===== src/rtl/spr_pkg.sv =====
`default_nettype none
package spr_pkg;
	localparam int SAMPLE_BITS = 16;
	localparam int MAX_BLOCK   = 4096;
	localparam int CNT_W       = 13;
	localparam int SUM_W       = 28;
	localparam int T_W         = SUM_W + 1;
	localparam int E_W         = 4;
	localparam int DIVR_W      = SUM_W + CNT_W;
	localparam int DV_W        = T_W + 30;
	localparam int DC_W        = 6;
	localparam int Y_W         = 31;
	localparam int PARAM_W     = 16;
	localparam int L_W         = E_W + 16;
	localparam int CFG_W       = 16;

	// register indexes
	localparam logic [1:0] REG_LOSSLESS = 2'd0;
	localparam logic [1:0] REG_QUANT    = 2'd1;
	localparam logic [1:0] REG_INIT     = 2'd2;
	localparam logic [1:0] REG_BLOCK    = 2'd3;

	typedef struct packed {
		logic signed [SAMPLE_BITS-1:0] left_sample;
		logic signed [SAMPLE_BITS-1:0] right_sample;
	} in_word_t;

	typedef struct packed {
		logic signed [SAMPLE_BITS-1:0] left_residual;
		logic signed [SAMPLE_BITS-1:0] right_residual;
		logic [PARAM_W-1:0]            golomb_param;
		logic                          param_updated;
	} out_word_t;

	typedef struct packed {
		logic               valid;
		logic [PARAM_W-1:0] m;
	} gol_status_t;
endpackage
`default_nettype wire


===== src/rtl/spr_golomb.sv =====
`default_nettype none
module spr_golomb import spr_pkg::*; (
	input  wire logic             clk,
	input  wire logic             arst_n,
	input  wire logic             start,
	input  wire logic [SUM_W-1:0] sum,
	input  wire logic [CNT_W-1:0] count,
	output gol_status_t           status
);
	localparam logic [2:0] G_IDLE = 3'd0;
	localparam logic [2:0] G_EXP  = 3'd1;
	localparam logic [2:0] G_DIV1 = 3'd2;
	localparam logic [2:0] G_SQR  = 3'd3;
	localparam logic [2:0] G_DIV2 = 3'd4;

	logic [2:0]         state_q;
	logic               valid_q;
	logic [PARAM_W-1:0] m_q;
	logic [SUM_W-1:0]   s_q;
	logic [T_W-1:0]     t_q;
	logic [E_W-1:0]     e_q;
	logic [DV_W-1:0]    d_q;
	logic [DIVR_W:0]    rem_q;
	logic [DIVR_W-1:0]  dvs_q;
	logic [DC_W-1:0]    cnt_q;
	logic [Y_W-1:0]     y_q;
	logic [15:0]        frac_q;

	logic [DIVR_W:0]    shl_next;
	logic               exp_more;
	logic [DIVR_W:0]    rem_sh;
	logic               qbit;
	logic [2*Y_W-1:0]   sq;
	logic [L_W-1:0]     l_val;

	// exponent search, divider step, squaring, log word on the last square
	always_comb begin
		shl_next = (DIVR_W+1)'(s_q) << (e_q + E_W'(1));
		exp_more = (shl_next <= (DIVR_W+1)'(t_q)) && (e_q != {E_W{1'b1}});
		rem_sh   = {rem_q[DIVR_W-1:0], d_q[DV_W-1]};
		qbit     = rem_sh >= (DIVR_W+1)'(dvs_q);
		sq       = y_q * y_q;
		l_val    = {e_q, frac_q[14:0], sq[61]};
	end

	always_ff @(posedge clk or negedge arst_n) begin
		if (!arst_n) begin
			state_q <= G_IDLE;
			valid_q <= 1'b0;
		end else begin
			unique case (state_q)
				G_IDLE: begin
					if (start) begin
						valid_q <= 1'b0;
						if (sum == '0) begin
							state_q <= G_IDLE;
							valid_q <= 1'b1;
						end else begin
							state_q <= G_EXP;
						end
					end
				end
				G_EXP: begin
					if (!exp_more) state_q <= G_DIV1;
				end
				G_DIV1: begin
					if (cnt_q == DC_W'(1)) state_q <= G_SQR;
				end
				G_SQR: begin
					if (cnt_q == DC_W'(1) && l_val != '0) begin
						state_q <= G_DIV2;
					end
				end
				G_DIV2: begin
					if (cnt_q == DC_W'(1)) begin
						state_q <= G_IDLE;
						valid_q <= 1'b1;
					end
				end
				default: state_q <= G_IDLE;
			endcase
			// zero log saturates at once
			if (state_q == G_SQR && cnt_q == DC_W'(0)) begin
				state_q <= G_IDLE;
				valid_q <= 1'b1;
			end
		end
	end

	// datapath
	always_ff @(posedge clk) begin
		unique case (state_q)
			G_IDLE: begin
				if (start) begin
					s_q <= sum;
					t_q <= T_W'(sum) + T_W'(count);
					e_q <= '0;
					m_q <= '0;
				end
			end
			G_EXP: begin
				if (exp_more) begin
					e_q <= e_q + E_W'(1);
				end else begin
					d_q   <= DV_W'(t_q) << 30;
					dvs_q <= DIVR_W'(s_q) << e_q;
					rem_q <= '0;
					cnt_q <= DC_W'(DV_W);
				end
			end
			G_DIV1, G_DIV2: begin
				rem_q <= qbit ? rem_sh - (DIVR_W+1)'(dvs_q) : rem_sh;
				d_q   <= {d_q[DV_W-2:0], qbit};
				cnt_q <= cnt_q - DC_W'(1);
				if (state_q == G_DIV1 && cnt_q == DC_W'(1)) begin
					y_q    <= {d_q[Y_W-2:0], qbit};
					frac_q <= '0;
					cnt_q  <= DC_W'(16);
				end
				if (state_q == G_DIV2 && cnt_q == DC_W'(1)) begin
					if (d_q[DV_W-2:PARAM_W-1] != '0) m_q <= {PARAM_W{1'b1}};
					else m_q <= {d_q[PARAM_W-2:0], qbit};
				end
			end
			G_SQR: begin
				if (cnt_q == DC_W'(0)) begin
					m_q <= {PARAM_W{1'b1}};
				end else begin
					if (sq[61]) y_q <= sq[61:31];
					else y_q <= sq[60:30];
					frac_q <= {frac_q[14:0], sq[61]};
					cnt_q  <= cnt_q - DC_W'(1);
					if (cnt_q == DC_W'(1)) begin
						if (l_val == '0) begin
							// stay in squaring with a zero count to saturate
							cnt_q <= DC_W'(0);
						end else begin
							d_q   <= DV_W'(21'(65536) + 21'(l_val) - 21'(1));
							dvs_q <= DIVR_W'(l_val);
							rem_q <= '0;
							cnt_q <= DC_W'(DV_W);
						end
					end
				end
			end
			default: ;
		endcase
	end

	assign status.valid = valid_q;
	assign status.m     = m_q;
endmodule
`default_nettype wire


===== src/rtl/spr_lane.sv =====
`default_nettype none
module spr_lane import spr_pkg::*; (
	input  wire logic                          clk,
	input  wire logic                          arst_n,
	input  wire logic                          accept,
	input  wire logic                          close,
	input  wire logic [CNT_W-1:0]              count,
	input  wire logic                          lossless,
	input  wire logic [3:0]                    quant,
	input  wire logic signed [SAMPLE_BITS-1:0] sample,
	output logic signed [SAMPLE_BITS-1:0]      residual,
	output gol_status_t                        status
);
	localparam int SB = SAMPLE_BITS;

	logic signed [SB-1:0]   h0_q, h1_q, h2_q;
	logic [SUM_W-1:0]       sum_q;
	logic signed [SB+3:0]   s_x, h0_x, h1_x, h2_x, pred, diff;
	logic signed [SB-1:0]   d_ly, r_ly, stored;
	logic [SB-1:0]          mapped;
	logic [SUM_W-1:0]       sum_next;

	// predict, quantize, zigzag map
	always_comb begin
		s_x  = (SB+4)'(sample);
		h0_x = (SB+4)'(h0_q);
		h1_x = (SB+4)'(h1_q);
		h2_x = (SB+4)'(h2_q);
		pred = (h0_x <<< 1) + h0_x - (h1_x <<< 1) - h1_x + h2_x;
		diff = s_x - pred;
		d_ly = sample - h0_q;
		r_ly = d_ly >>> quant;
		if (lossless) begin
			residual = diff[SB-1:0];
			stored   = sample;
		end else begin
			residual = r_ly;
			stored   = h0_q + (r_ly <<< quant);
		end
		mapped   = {residual[SB-2:0], 1'b0} ^ {SB{residual[SB-1]}};
		sum_next = sum_q + SUM_W'(mapped);
	end

	always_ff @(posedge clk or negedge arst_n) begin
		if (!arst_n) begin
			h0_q  <= '0;
			h1_q  <= '0;
			h2_q  <= '0;
			sum_q <= '0;
		end else if (accept) begin
			h0_q  <= stored;
			h1_q  <= h0_q;
			h2_q  <= h1_q;
			sum_q <= close ? '0 : sum_next;
		end
	end

	spr_golomb u_golomb (
		.clk    (clk),
		.arst_n (arst_n),
		.start  (accept & close),
		.sum    (sum_next),
		.count  (count),
		.status (status)
	);
endmodule
`default_nettype wire


===== config.mk =====
export PLATFORM = sky130hd
export DESIGN_NAME = spr_lane
export DESIGN_NICKNAME = d
export VERILOG_FILES = /design/src/rtl/spr_pkg.sv /design/src/rtl/spr_golomb.sv /design/src/rtl/spr_lane.sv
export SDC_FILE = /design/constraint.sdc
export NUM_CORES = 2
export LEC_CHECK = 0
export BUFFER_PORTS_ARGS = -buffer_cell sky130_fd_sc_hd__buf_2
export CORE_MARGIN = 2
export CORE_UTILIZATION = 28
export DETAILED_ROUTE_END_ITERATION = 7
export PLACE_DENSITY = 0.54
export REMOVE_ABC_BUFFERS = 1
export SKIP_CTS_REPAIR_TIMING = 1
export SLEW_MARGIN = 10
export SYNTH_ARGS = -nofsm -noshare
export SYNTH_HDL_FRONTEND = slang
export SYNTH_SLANG_ARGS = --single-unit

===== constraint.sdc =====
create_clock -name clk -period 19.25 [get_ports clk]
set_input_delay 3.85 -clock clk [delete_from_list [all_inputs] [get_ports clk]]
set_output_delay 3.85 -clock clk [all_outputs]
set_load 0.005 [all_outputs]

Yosys cells after proc, flatten, opt, wreduce, memory -nomap -nowiden
Index checks and enable logic that the tools add are counted.
{"block": "word_totals", "regBits": 350, "input_bits": 38, "out_inout_bits": 33}
{"block": "classes", "n_addsub": 14, "n_mul": 1, "n_lt_le_gt_ge": 2, "eq_ne": 20, "shift": 4, "n_mux": 53, "n_bitwise": 2, "reduce_logical": 27}
{"operator": "$mux 41", "count": 9}
{"operator": "$mux 59", "count": 4}
{"operator": "$pmux 59 s3", "count": 1}
{"operator": "$pmux 41 s3", "count": 1}
{"operator": "$mux 16", "count": 6}
{"operator": "$mux 31", "count": 3}
{"operator": "$pmux 41 s2", "count": 1}
{"operator": "$sub 16x16->16", "count": 4}
{"operator": "$mul 31x31->62", "count": 1}
{"operator": "$pmux 31 s2", "count": 1}
{"operator": "$sub 59x1->59 const B", "count": 1}
{"operator": "$add 16x16->16", "count": 3}
{"operator": "$pmux 16 s3", "count": 1}
{"operator": "$reduce_bool 43->1", "count": 1}
{"operator": "$ge 42x41->1", "count": 1}
{"operator": "$le 42x29->1", "count": 1}
{"operator": "$shl 28x4->42", "count": 1}
{"operator": "$shl 28x4->41", "count": 1}
{"operator": "$sub 41x41->41", "count": 1}
{"operator": "$mux 15", "count": 2}
{"operator": "$mux 6", "count": 5}
{"operator": "$pmux 15 s2", "count": 1}
{"operator": "$add 28x13->29", "count": 1}
{"operator": "$add 28x16->28", "count": 1}
{"operator": "38 further kinds", "count": 71}

Depth between registers and ports, before layout
{"block": "logic_depth", "word_depth": 13, "mapped_depth": 40, "mapped_depth_nobuf": 38}

Modules after synthesis
Synthesis repeated with hierarchy kept, for this count alone.
{"block": "unflattened", "cells_unflattened": 6047, "area_unflattened_um2": 54793.8}
{"module": "spr_golomb", "n_inst": 1, "cells_per_inst": 4932, "area_each_um2": 45451.1, "seq_area_each_um2": 8207.9}
{"module": "spr_lane", "n_inst": 1, "cells_per_inst": 1115, "area_each_um2": 9342.7, "seq_area_each_um2": 1901.8}

Least setup slack after synthesis
Ideal clock, no wire load.
{"block": "synth_path", "path_type": "register -> register", "startpoint": "register u_golomb.y_q[4]", "endpoint": "register u_golomb.dvs_q[0] (enable)", "setup_time_ns": 0.556, "arrival_ns": 12.313, "required_ns": 18.694, "path_slack_ns": 6.381, "stages_incl_launch_ff": 34, "n_path_buf": 5, "synth_period_minus_slack_ns": 12.869, "path_cell_list": "edfxtp_1 clkbuf_1 clkbuf_1 nand2_1 fa_1 inv_1 fa_1 fa_1 inv_1 fa_1 inv_1 fa_1 fa_1 fa_1 inv_1 fa_1 inv_1 ha_1 clkbuf_1 nand4_1 or4_1 a21oi_1 o21ai_1 a21oi_1 xnor2_1 inv_2 buf_2 buf_2 ha_1 nand3_1 or3_1 nand2_1 o21ai_0 nor4b_1"}
{"block": "synth_via", "elab_chain_cells": 4}
{"element": "from (decl)", "line_no": "spr_golomb.sv:26", "text": "logic [Y_W-1:0] y_q;"}
{"element": "from (signal assigned)", "line_no": "spr_golomb.sv:116", "text": "y_q <= {d_q[Y_W-2:0], qbit};"}
{"element": "from (signal assigned)", "line_no": "spr_golomb.sv:129", "text": "if (sq[61]) y_q <= sq[61:31];"}
{"element": "from (signal assigned)", "line_no": "spr_golomb.sv:130", "text": "else y_q <= sq[60:30];"}
{"element": "$mul 31x31->62", "line_no": "spr_golomb.sv:42", "text": "sq = y_q * y_q;"}
{"element": "$logic_not 20->1", "line_no": "spr_golomb.sv:134", "text": "if (l_val == '0) begin"}
{"element": "$ne 2x2->1 (no line)"}
{"element": "$reduce_and 5->1 (no line)"}
{"element": "to (signal assigned)", "line_no": "spr_golomb.sv:106", "text": "dvs_q <= DIVR_W'(s_q) << e_q;"}
{"element": "to (signal assigned)", "line_no": "spr_golomb.sv:139", "text": "dvs_q <= DIVR_W'(l_val);"}
{"element": "to (decl)", "line_no": "spr_golomb.sv:24", "text": "logic [DIVR_W-1:0] dvs_q;"}
No other way between the ends.
A chain may end at the register's enable or synchronous reset.

Worst setup path after layout
{"block": "layout_path", "startpoint": "input port sample[1]", "endpoint": "output port residual[15]"}
{"block": "layout_via", "elab_chain_cells": 3, "elab_cells_between_ends": 4}
{"element": "from (decl)", "line_no": "spr_lane.sv:10", "text": "input wire logic signed [SAMPLE_BITS-1:0] sample,"}
{"element": "$sub 16x16->16", "line_no": "spr_lane.sv:31", "text": "d_ly = sample - h0_q;"}
{"element": "$sshr 16x4->16", "line_no": "spr_lane.sv:32", "text": "r_ly = d_ly >>> quant;"}
{"element": "$mux 16 *", "line_no": "spr_lane.sv:33", "text": "if (lossless) begin"}
{"element": "to (decl)", "line_no": "spr_lane.sv:11", "text": "output logic signed [SAMPLE_BITS-1:0] residual,"}
Every way passes the cells marked *; elsewhere a longest branch is shown, timed or not.

==> results by stage <==
Drt:
- The routed wire length per instance is 17.9 µm.
- The detailed-route vias per instance is 4.77.
- The DRC violation total after the first TritonRoute iteration is 2770.
- The via count is between 40000 and 50000.
- The post-route antenna net violation count is 0.
- After detailed routing, the number of remaining DRC violations is 0.
- The total wire length is between 150000 and 200000 µm.
- The pre-antenna-repair detailed-routing pass consisted of 6 iterations.

Logic synthesis:
- The synthesized netlist devotes 39.9% of its cell area to adder and majority cells.
- The combinational family with the most area after synthesis is adder cells.
- Synthesis handed over a netlist of 5886 instances.
- The cell area that synthesis handed to floorplanning was 54200 µm².
- The number of enable flip-flop cells after synthesis is 270.
- The post-synthesis compound-gate area fraction is 11.6%.
- After synthesis, the most frequently instantiated cells are sky130_fd_sc_hd__inv_1 (1271), sky130_fd_sc_hd__fa_1 (820), sky130_fd_sc_hd__nand2_1 (530).
- The share of synthesized registers carrying an async set or reset is 22.9%.
- For this run, the number of Yosys warnings is 0.
- In this run, synthesis produced a sequential element count of 350.
- Measured against the total synthesized area, the mux share comes to 2.98%.
- In the synthesized netlist the dominant register cell turns out to be sky130_fd_sc_hd__edfxtp_1.
- The dominant cell type by area after synthesis is sky130_fd_sc_hd__fa_1.
- By area the synthesized netlist is led by sky130_fd_sc_hd__fa_1 (30%), sky130_fd_sc_hd__edfxtp_1 (15%), sky130_fd_sc_hd__ha_1 (9.6%).
- The sequential area share after synthesis is a little under a fifth.
- The cell with the most instances after synthesis is sky130_fd_sc_hd__inv_1.
- The post-synthesis share of cell area spent on and, or, nand and nor gates is 12.7%.
- Averaged over all synthesized cells, the footprint is around 9 µm².
- The unique cell type count in the Yosys netlist is 103.
- The xor-xnor portion of the synthesized cell area is 3.45%.
- After synthesis, the largest area contributor takes up 30.3% of total cell area.

Critical path:
- Traced cell by cell, the critical path runs through buf_2 -> fa_1 -> inv_1 -> fa_1 -> fa_1 -> inv_1 -> ha_1 -> fa_1 -> a21o_1 -> a21oi_1 -> o21bai_1 -> a21oi_1 -> o21a_1 -> o21ai_1 -> a2111oi_0 -> o41ai_1 -> xor2_1 -> a21oi_2 -> buf_4 -> buf_2.
- The worst flop-to-flop path startpoint is u_golomb.y_q[11].
- The biggest fanout along the worst timing path is 18.
- The critical path starts at sample[1].
- The nature of the critical path startpoint is an input pin.
- The largest stage delay on the critical path is about 0.54 ns.
- At the worst endpoint, the required time is 15.40 ns.
- The data arrival time of the critical path is 8.88 ns.
- The setup path with the least slack is of type input pin to output port.
- STA classifies the critical path endpoint as an output port.
- The cell occurring most often along the worst timing path is sky130_fd_sc_hd__fa_1.
- The slowest cell on the critical path is sky130_fd_sc_hd__fa_1.
- The endpoint identified for the worst register-to-register timing path is u_golomb.d_q[43].
- The worst register-to-register path has a depth of 33.
- The reg2reg setup slack is about 7.4 ns.
- Following the worst setup path forward leads to its endpoint at residual[15].

Global routing:
- In the global route stage, met3 resource usage came out at 1.99%.
- The via count of the first global-routing pass is 42200.
- The global-route wire length before repair is 241000 µm.
- The number of antenna violations at the first check in global routing is 6.
- For met1 alone, demand over resource in global routing was between 20% and 30%.
- The layer flagged by global routing as most heavily used is met2.
- The total global routing track utilization is 15.4%.
- In the global route stage, met2 resource usage came out at 25.9%.
- The pin count of the biggest net entering global routing is 91.
- Summed over all layers, the global routing overflow is 0.

Run:
- Max-cap violations in this run came to 0.

Die:
- In this run the core area contains 161 standard-cell rows.
- For this configuration, the core starts out at a cell density of between 20 and 30%.
- The die area is 197000 µm².
- Pin placement for this block handled between 70 and 80 I/O pins.
- The die is roughly 440 µm tall.
- The floorplan step set the die width to 444 µm.
- The region available for standard cell placement spans 192000 µm².

Clock network:
- Clock-pin slew was measured on the worst setup and hold paths at ~0.060 ns.
- In this run the number of H-tree levels came out at 2.
- In this run, CTS created clock tree buffers numbering 44.
- The tree is rooted in a sky130_fd_sc_hd__clkbuf_16.
- The tree built by TritonCTS fans out to 350 sinks.
- The buffer levels on the longest clock path is 3.
- The later pin in the worst-skew pair is clocked with a latency of 0.60 ns.
- The clock tree from TritonCTS is built.

Worst hold path:
- In this run the most critical hold path is launched from h2_q[5].
- In this run the worst hold path is classified as flop to flop.
- The number of instances on the worst hold path is 1.

Placement:
- The last weighted congestion value of the routability-driven placer is around 0.88.
- The HPWL after detailed placement is around 120000 µm.
- The quantity of I/O buffers inserted on ports is 70.

Timing:
- The final worst-path cycle share is 66.1%.
- The worst pin sits at a relative slew slack of 23.4%.
- The final setup violation count is 0.
- The worst-margin pin slew is 1.15 ns.
- For the final database, setup skew stands at ~0.027 ns.
- For this run, the top clock speed supported by timing is 78.6 MHz.
- For the finished layout, the period the worst path requires is 12.73 ns.
- Setup repair after global routing left no endpoint under its margin.
- The hold violation total from the final report is 0.
- For the final routed database, the setup TNS stands at 0 ns.
- The number of max-slew violations in the final report came to 0.

Finish:
- The final net count is 7099.
- The fraction of layout instances using a drive strength above 1 is 5.51%.
- The filler cell count is a little over 20000.
- From synthesis to final layout, the design area changed by 8.38%.

Outcome:
- The run finished with clean final reports.
-- state kept, by name, indices dropped and copies added (netlist names) --
| register | cells |
|---|---|
| u_golomb.d_q | 59 |
| u_golomb.dvs_q | 41 |
| u_golomb.rem_q | 41 |
| u_golomb.y_q | 31 |
| u_golomb.t_q | 29 |
| sum_q | 28 |
| u_golomb.s_q | 28 |
| h0_q | 16 |
| h1_q | 16 |
| h2_q | 16 |
| u_golomb.m_q | 16 |
| u_golomb.frac_q | 15 |
| u_golomb.cnt_q | 6 |
| u_golomb.e_q | 4 |
| u_golomb.state_q | 3 |
| u_golomb.valid_q | 1 |
-- cells in the final DEF, fill, tap and decap left out, types with 30 or more instances in the layout --
cell type,netlist,layout
sky130_fd_sc_hd__dfrtp_1,80,80
sky130_fd_sc_hd__mux2i_1,98,98
sky130_fd_sc_hd__and2_1,191,190
sky130_fd_sc_hd__nand3_1,56,56
sky130_fd_sc_hd__a221o_1,30,30
sky130_fd_sc_hd__nand2b_1,53,53
sky130_fd_sc_hd__ha_1,415,415
sky130_fd_sc_hd__inv_1,1271,1271
sky130_fd_sc_hd__a21oi_1,242,240
sky130_fd_sc_hd__nand4_1,37,37
sky130_fd_sc_hd__nor3_1,56,56
sky130_fd_sc_hd__a21o_1,116,116
sky130_fd_sc_hd__buf_4,4,66
sky130_fd_sc_hd__and3_1,40,40
sky130_fd_sc_hd__mux2_2,49,49
sky130_fd_sc_hd__clkbuf_16,0,44
sky130_fd_sc_hd__o22ai_1,33,32
sky130_fd_sc_hd__xor2_1,68,68
sky130_fd_sc_hd__nor2b_1,31,31
sky130_fd_sc_hd__fa_1,820,820
sky130_fd_sc_hd__a211oi_1,46,45
sky130_fd_sc_hd__o21a_1,37,37
sky130_fd_sc_hd__buf_2,10,68
sky130_fd_sc_hd__edfxtp_1,270,270
sky130_fd_sc_hd__xnor2_1,142,139
sky130_fd_sc_hd__nor2_1,342,340
sky130_fd_sc_hd__nand2_1,530,529
sky130_fd_sc_hd__o21ai_0,218,217
-- per-layer routing --
layer | wire [µm] | vias to the layer above
li1 | - | 18800
met3 | 7960 | 152
met1 | 67800 | 20200
met4 | 2840 | 4
met2 | 71700 | 892
met5 | 27 | -
-- area by class of cell --
cell class	count	area, µm²	share of cell area [%]
well taps	2526	3160	5.38
diodes	1	2.50	0.00426
inverters	1282	4810	8.19
multi-input cells	4014	38400	65.3
clock inverters	23	278	0.473
clock buffers	57	1160	1.97
flip-flops and latches	350	10100	17.2
repair buffers	134	836	1.42
-- cells by family after synthesis --
| logic type | Yosys count |
|---|---|
| adders and majority gates | 1235 |
| muxes | 151 |
| xor gates and xnor gates | 212 |
| and+or+nand+nor | 1454 |
| DFF | 350 |
| AOI/OAI and AO/OA | 962 |
| buffers and inverters | 1522 |
-- through the flow --
stage / cell area (µm²) / hold slack [ns] / setup WS (ns) / util (%) / instances
after floorplan: 53200 / 0.485 / 5.88 / - / 5646
after global placement: 57300 / 0.511 / 6.35 / 29.8 / 8306
after detailed placement: 57300 / 0.509 / 6.26 / 29.8 / 8306
after CTS: 58700 / 0.533 / 6.43 / 30.5 / 8386
after global routing: 58700 / 0.546 / 6.23 / 30.5 / 8386
final: 58700 / 0.531 / 6.52 / 30.5 / 8387
-- critical path, delay by kind of cell --
family,cells,cell delay [ns]
adders and majority gates,5,2.22
AOI/OAI and AO/OA,9,1.91
buffers and inverters,5,0.70
xor gates and xnor gates,1,0.17
-- worst min path at each step --
stage | slack [ns] | end
detailed placement | 0.51 | h2_q[1]
global placement | 0.51 | h2_q[1]
finish | 0.53 | h2_q[5]
CTS | 0.53 | h2_q[1]
floorplan | 0.48 | h2_q[1]
global route | 0.55 | h2_q[5]
Power is not shown: default switching activity piles up to over one toggle a cycle in this logic, so the estimate is an artifact.
